[src/design/lrsd_pkg.sv]
// Package with the shared types and constants of the LZW/RLE90 stream decompressor.
package lrsd_pkg;

	localparam logic [1:0] REG_WIDTH_LIMIT = 2'd0;
	localparam logic [1:0] REG_RLE_ENABLE  = 2'd1;
	localparam logic [1:0] REG_EXP_LENGTH  = 2'd2;

	localparam logic [1:0] ST_BYTE = 2'd0;
	localparam logic [1:0] ST_MORE = 2'd1;
	localparam logic [1:0] ST_DONE = 2'd2;
	localparam logic [1:0] ST_ERR  = 2'd3;

	localparam logic [8:0] CODE_CLEAR   = 9'h100;
	localparam logic [8:0] CODE_FIRST   = 9'h101;
	localparam logic [8:0] LIMIT_9BIT   = 9'h1ff;
	localparam logic [7:0] RLE_ESCAPE   = 8'h90;
	localparam logic [7:0] LITERAL_MAX  = 8'hff;
	localparam logic [4:0] START_WIDTH  = 5'd9;

	typedef enum logic [3:0] {
		CMD_NONE,
		CMD_FEED,
		CMD_DROP,
		CMD_START,
		CMD_LOOP,
		CMD_SINK,
		CMD_EXT,
		CMD_TAKE,
		CMD_WALK,
		CMD_WPUSH
	} cmd_t;

	typedef struct packed {
		logic out_busy;
		logic fin;
		logic pop;
		logic walk;
	} dp_status_t;

endpackage

[src/design/lrsd_ctrl.sv]
// Controller state machine that sequences the decompressor datapath.
module lrsd_ctrl
	import lrsd_pkg::*;
(
	input  logic       clk,
	input  logic       arst_n,
	input  logic       in_valid,
	input  logic       req_type,
	output logic       in_ready,
	input  dp_status_t st,
	output cmd_t       cmd
);

	typedef enum logic [9:0] {
		S_IDLE  = 10'b0000000001,
		S_FDROP = 10'b0000000010,
		S_WAIT  = 10'b0000000100,
		S_LOOP  = 10'b0000001000,
		S_SINK  = 10'b0000010000,
		S_RDROP = 10'b0000100000,
		S_EXT   = 10'b0001000000,
		S_TAKE  = 10'b0010000000,
		S_WALK  = 10'b0100000000,
		S_WPUSH = 10'b1000000000
	} state_t;

	state_t state_q, state_d;

	assign in_ready = (state_q == S_IDLE);

	always_comb begin
		state_d = state_q;
		cmd = CMD_NONE;
		case (state_q)
			S_IDLE: begin
				if (in_valid) begin
					if (req_type) begin
						state_d = S_WAIT;
					end else begin
						cmd = CMD_FEED;
						state_d = S_FDROP;
					end
				end
			end
			S_FDROP: begin
				cmd = CMD_DROP;
				state_d = S_IDLE;
			end
			S_WAIT: begin
				if (!st.out_busy) begin
					cmd = CMD_START;
					state_d = st.fin ? S_IDLE : S_LOOP;
				end
			end
			S_LOOP: begin
				cmd = CMD_LOOP;
				if (st.fin) state_d = S_IDLE;
				else if (st.pop) state_d = S_SINK;
				else state_d = S_RDROP;
			end
			S_SINK: begin
				cmd = CMD_SINK;
				state_d = st.fin ? S_IDLE : S_LOOP;
			end
			S_RDROP: begin
				cmd = CMD_DROP;
				state_d = S_EXT;
			end
			S_EXT: begin
				cmd = CMD_EXT;
				state_d = st.fin ? S_IDLE : S_TAKE;
			end
			S_TAKE: begin
				cmd = CMD_TAKE;
				if (st.fin) state_d = S_IDLE;
				else if (st.walk) state_d = S_WALK;
				else state_d = S_LOOP;
			end
			S_WALK: begin
				cmd = CMD_WALK;
				if (st.fin) state_d = S_IDLE;
				else if (st.walk) state_d = S_WPUSH;
				else state_d = S_LOOP;
			end
			S_WPUSH: begin
				cmd = CMD_WPUSH;
				state_d = st.fin ? S_IDLE : S_WALK;
			end
			default: begin
				state_d = S_IDLE;
			end
		endcase
	end

	always_ff @(posedge clk or negedge arst_n) begin
		if (!arst_n) begin
			state_q <= S_IDLE;
		end else begin
			state_q <= state_d;
		end
	end

endmodule

[config.mk]
export PLATFORM = sky130hd
export DESIGN_NAME = lrsd_ctrl
export DESIGN_NICKNAME = d
export VERILOG_FILES = /design/src/design/lrsd_pkg.sv /design/src/design/lrsd_ctrl.sv
export SDC_FILE = /design/constraint.sdc
export NUM_CORES = 1
export LEC_CHECK = 0
export BUFFER_PORTS_ARGS = -buffer_cell sky130_fd_sc_hd__buf_2
export CAP_MARGIN = 20
export CORE_MARGIN = 10
export CORE_UTILIZATION = 48
export CTS_BUF_LIST = sky130_fd_sc_hd__clkbuf_16
export CTS_CLUSTER_DIAMETER = 120
export DETAILED_ROUTE_END_ITERATION = 16
export GPL_TIMING_DRIVEN = 0
export HOLD_SLACK_MARGIN = 0.15
export PLACE_DENSITY = 0.71
export SLEW_MARGIN = 25
export SYNTH_ARGS = -nofsm -noshare
export SYNTH_HDL_FRONTEND = slang
export SYNTH_SLANG_ARGS = --single-unit
[constraint.sdc]
create_clock -name clk -period 2 [get_ports clk]
set_input_delay 0.3 -clock clk [delete_from_list [all_inputs] [get_ports clk]]
set_output_delay 0.3 -clock clk [all_outputs]
set_load 0.005 [all_outputs]
==> summary.md <==
| Metric | Value |
|---|---|
| Post-Synthesis Cell Area | `763 µm²` |
| Inst Count DP | `121` |
| Worst min path class | `in2reg` |
| Nets in the synthesized netlist | `101` |
| Antenna Cells | `0` |
| Utilization of the core after routing | `90.4%` |
| Antenna-violating nets left | `0` |
| Summed negative setup slack over all endpoints | `-1.12 ns` |
| Result of the run | `finished with violations` |
| Weighted congestion at the end of routability-driven global placement | `0.799` |
| Effective utilization at floorplan | `50.7%` |
| Total I/O pin count | `13` |
| Min cycle time layout | `2.26 ns` |
| Busiest grt layer | `met2` |
| Maximum fanout encountered on the critical timing path | `6` |
| Clk root buf | `sky130_fd_sc_hd__clkbuf_16` |
| Number of cell rows | `14` |
| Vertical die dimension | `59.9 µm` |
| Number of buffers created by CTS | `3` |
| Worst skew pair latency | `0.24 ns` |
| Clock H-tree levels | `1` |
| Power density normalized to cell area | `856 mW/mm²` |
| Hold Worst Slack | `0.237 ns` |
| Setup repair after global routing missed its margin | `yes` |
| VDD IR max | `0.925 mV` |
| Synth area leaders | `sky130_fd_sc_hd__dfrtp_1 (30%), sky130_fd_sc_hd__nor3_1 (5.9%), sky130_fd_sc_hd__or3_1 (4.1%), sky130_fd_sc_hd__a21oi_1 (3.9%), sky130_fd_sc_hd__nor2_1 (3.9%)` |
| Arrival time worst endpoint | `1.96 ns` |
| Fraction of post-synthesis cell area in the top cell type by area | `29.5%` |
| DR vias/cell | `7.14` |
| Worst hold path endpoint | `state_q[5]` |
| Clock skew | `0.000807 ns` |
| Slew Limit Fails | `0` |
| Slew at the pin closest to its max-slew limit | `0.609 ns` |
| Final setup violation count | `11` |
| Timing-limited maximum frequency | `0.443 GHz` |
| Sink count of the clock tree | `10` |
| Clock Path Buffers | `2` |
| First-pass GRT wire length | `4.77 mm` |
| Distinct cells, synth | `34` |
| Synthesis Warnings | `0` |
| Largest net degree at the start of global routing | `11` |
| Sort of element at the end of the critical path | `output port` |
| Slew margin rel. | `58.8%` |
| Placeable core region | `0.00151 mm²` |
| Multi-input combinational cell area | `661 µm²` |
| Fraction of final layout cells sized beyond drive strength 1 | `58.0%` |
| Total cell area at the placement stage | `843 µm²` |
| Sum of internal, switching and leakage power | `1.17 mW` |
| Clock slew at the register clock pins of the worst setup and hold paths | `0.04 ns` |
| Sequential cell area in the final layout | `255 µm²` |
| Flip-flop count of the largest register, all copies and words added | `10` |
| Total Wirelength | `3.66 mm` |
| Top flop regs | `state_q: 10 flops` |
| Failing checks | `negative setup slack` |
| Worst hold path stage count | `2` |
| Half-perimeter wire length of the detailed placement result | `1.43 mm` |
| Wire length per cell | `24.9 µm` |
| Count of buffers inserted at the top-level ports | `12` |
| Number of standard cells after synthesis | `93` |
| Post-placement setup slack | `-0.154 ns` |
| Tot GR Track Use | `17.0%` |
| Vias in the first global route | `974` |
| Leftover overflow at the end of global routing | `0` |
| Post-synthesis sequential area ratio | `33.0%` |
| R2R Path End | `state_q[8]` |
| Met3 layer usage reported by global route | `4.03%` |
| PnR worst setup slack | `-0.257 ns` |
| Worst Path Class, Setup | `reg2out` |
| Die Outline Area | `0.00359 mm²` |
| Layout Area Growth over Synthesis | `78.4%` |
| Kind of launch point of the worst setup path | `flip-flop` |
| GR Util met2 | `27.9%` |
| Final design area excluding fillers | `0.00136 mm²` |
| Required arrival time at the worst endpoint | `1.70 ns` |
| Dominant cell type by area after synthesis | `sky130_fd_sc_hd__dfrtp_1` |
| Count of vias placed by the detailed router | `1050` |
| Startpoint of the worst hold path | `st[1]` |
| Number of storage elements in the synthesis netlist | `10` |
| DRC violations left | `0` |
| Standby leakage power | `0.583 nW` |
| Worst reg-to-reg path cell count | `7` |
| Number of antenna violations at the first check in global routing | `0` |
| Chip width | `59.9 µm` |
| Register-to-register path setup slack | `-0.06 ns` |
| Fill cells | `67` |
| Initial detailed-routing violation count | `80` |
| Largest Register | `state_q` |
| Hold violation count in the final report | `0` |
| Startpoint of the most critical register-to-register path | `state_q[9]` |
| Max-cap violations | `0` |
| Mean Syn Cell Area | `8.21 µm²` |
| GR Layer Usage met1 | `19.9%` |
| Total iterations of the first detailed-routing run | `4` |
| Fraction of the cycle the final worst path needs | `113%` |
| CTS tree | `yes` |
| Final layout net count | `140` |
| Layout Cells excl Fill | `147` |
cells in the mapped netlist:
cell / number
sky130_fd_sc_hd__nand4b_1: 1
sky130_fd_sc_hd__nor4_2: 1
sky130_fd_sc_hd__or3_1: 5
sky130_fd_sc_hd__xnor2_1: 2
sky130_fd_sc_hd__buf_2: 2
sky130_fd_sc_hd__and3b_1: 1
sky130_fd_sc_hd__nor4b_1: 2
sky130_fd_sc_hd__clkbuf_1: 6
sky130_fd_sc_hd__o21ai_2: 1
sky130_fd_sc_hd__o21a_1: 2
sky130_fd_sc_hd__a221oi_1: 1
sky130_fd_sc_hd__a211oi_2: 1
sky130_fd_sc_hd__a21oi_1: 6
sky130_fd_sc_hd__nand2_1: 6
sky130_fd_sc_hd__o31a_1: 1
sky130_fd_sc_hd__and4b_1: 2
sky130_fd_sc_hd__or4_1: 2
sky130_fd_sc_hd__o221ai_2: 1
sky130_fd_sc_hd__nor3_1: 9
sky130_fd_sc_hd__and3_1: 2
sky130_fd_sc_hd__nor4_1: 3
sky130_fd_sc_hd__a31o_1: 1
sky130_fd_sc_hd__nand3_1: 5
sky130_fd_sc_hd__o21ai_0: 1
sky130_fd_sc_hd__nand3b_1: 2
sky130_fd_sc_hd__a2111oi_1: 1
sky130_fd_sc_hd__a211o_1: 1
sky130_fd_sc_hd__nor2_1: 8
sky130_fd_sc_hd__xor2_1: 2
sky130_fd_sc_hd__dfstp_2: 1
sky130_fd_sc_hd__nor3b_1: 1
sky130_fd_sc_hd__nor2b_1: 3
sky130_fd_sc_hd__inv_1: 1
sky130_fd_sc_hd__dfrtp_1: 9
worst max-delay path: stages (launching register included):
cell                      delay (ns)
sky130_fd_sc_hd__dfrtp_1        0.41
sky130_fd_sc_hd__buf_8          0.15
sky130_fd_sc_hd__or3_4          0.37
sky130_fd_sc_hd__nor3_2         0.26
sky130_fd_sc_hd__and3b_1        0.24
sky130_fd_sc_hd__or4_1          0.15
sky130_fd_sc_hd__buf_2          0.14
power breakdown:
| group | switching [mW] | internal, mW | total (mW) |
|---|---|---|---|
| clock | 0.0925 | 0.262 | 0.354 |
| sequential | 0.0228 | 0.228 | 0.251 |
| combinational | 0.296 | 0.265 | 0.561 |
| total | 0.411 | 0.755 | 1.17 |
worst max path at each step:
stage,to,cells after the start,slack [ns],from
after floorplan,state_q[7],6,0.07,state_q[1]
after detailed placement,cmd[0],6,-0.15,state_q[6]
after global placement,cmd[0],6,-0.15,state_q[5]
after global routing,cmd[0],7,-0.29,state_q[6]
after CTS,cmd[0],6,-0.15,state_q[6]
final,cmd[0],6,-0.26,state_q[6]
layout make-up:
class	count	share of cell area (%)
clock inverters	1	0.276
clock buffers	3	5.51
repair buffers	36	20.5
well taps	16	1.47
multi-input cells	74	48.5
plain buffers	6	4.69
inverters	1	0.276
flip-flops and latches	10	18.7
cells by family (layout without fill, tap and decap cells):
group                     count (synthesis)  count (layout)  share of synthesized area, %
DFF                                      10              10                          33.0
and+or+nand+nor                          53              53                          40.5
buffers and inverters                     9              47                          4.75
xor gates and xnor gates                  4               4                          4.59
AOI/OAI and AO/OA                        17              17                          17.2
per-layer routing:
metal  vias to the layer above  share of wire [%]
li1                        422                  -
met1                       519                 36
met5                         -                  0
met3                        25                 10
met2                        84                 49
met4                         0                5.4
timing repair:
action	4_1_cts	5_1_grt
hold buffers	1	0
endpoints found under the setup margin	10	12
resized for setup	44	12
pin swaps	14	5
setup buffers	19	3
gates cloned	1	0
hold endpoints to repair	9	0
cell usage in the layout (no fill, tap or decap), types with 3 or more instances in the layout:
cell	instances
sky130_fd_sc_hd__nor3_1	3
sky130_fd_sc_hd__dfrtp_1	6
sky130_fd_sc_hd__nor2_1	7
sky130_fd_sc_hd__nand3_1	5
sky130_fd_sc_hd__clkbuf_16	3
sky130_fd_sc_hd__or3_4	4
sky130_fd_sc_hd__buf_6	4
sky130_fd_sc_hd__nor3_2	5
sky130_fd_sc_hd__nand2_1	5
sky130_fd_sc_hd__buf_2	12
sky130_fd_sc_hd__buf_4	17
sky130_fd_sc_hd__dfrtp_2	3
sky130_fd_sc_hd__a21oi_1	4
Power figures use the tool's default switching activity.
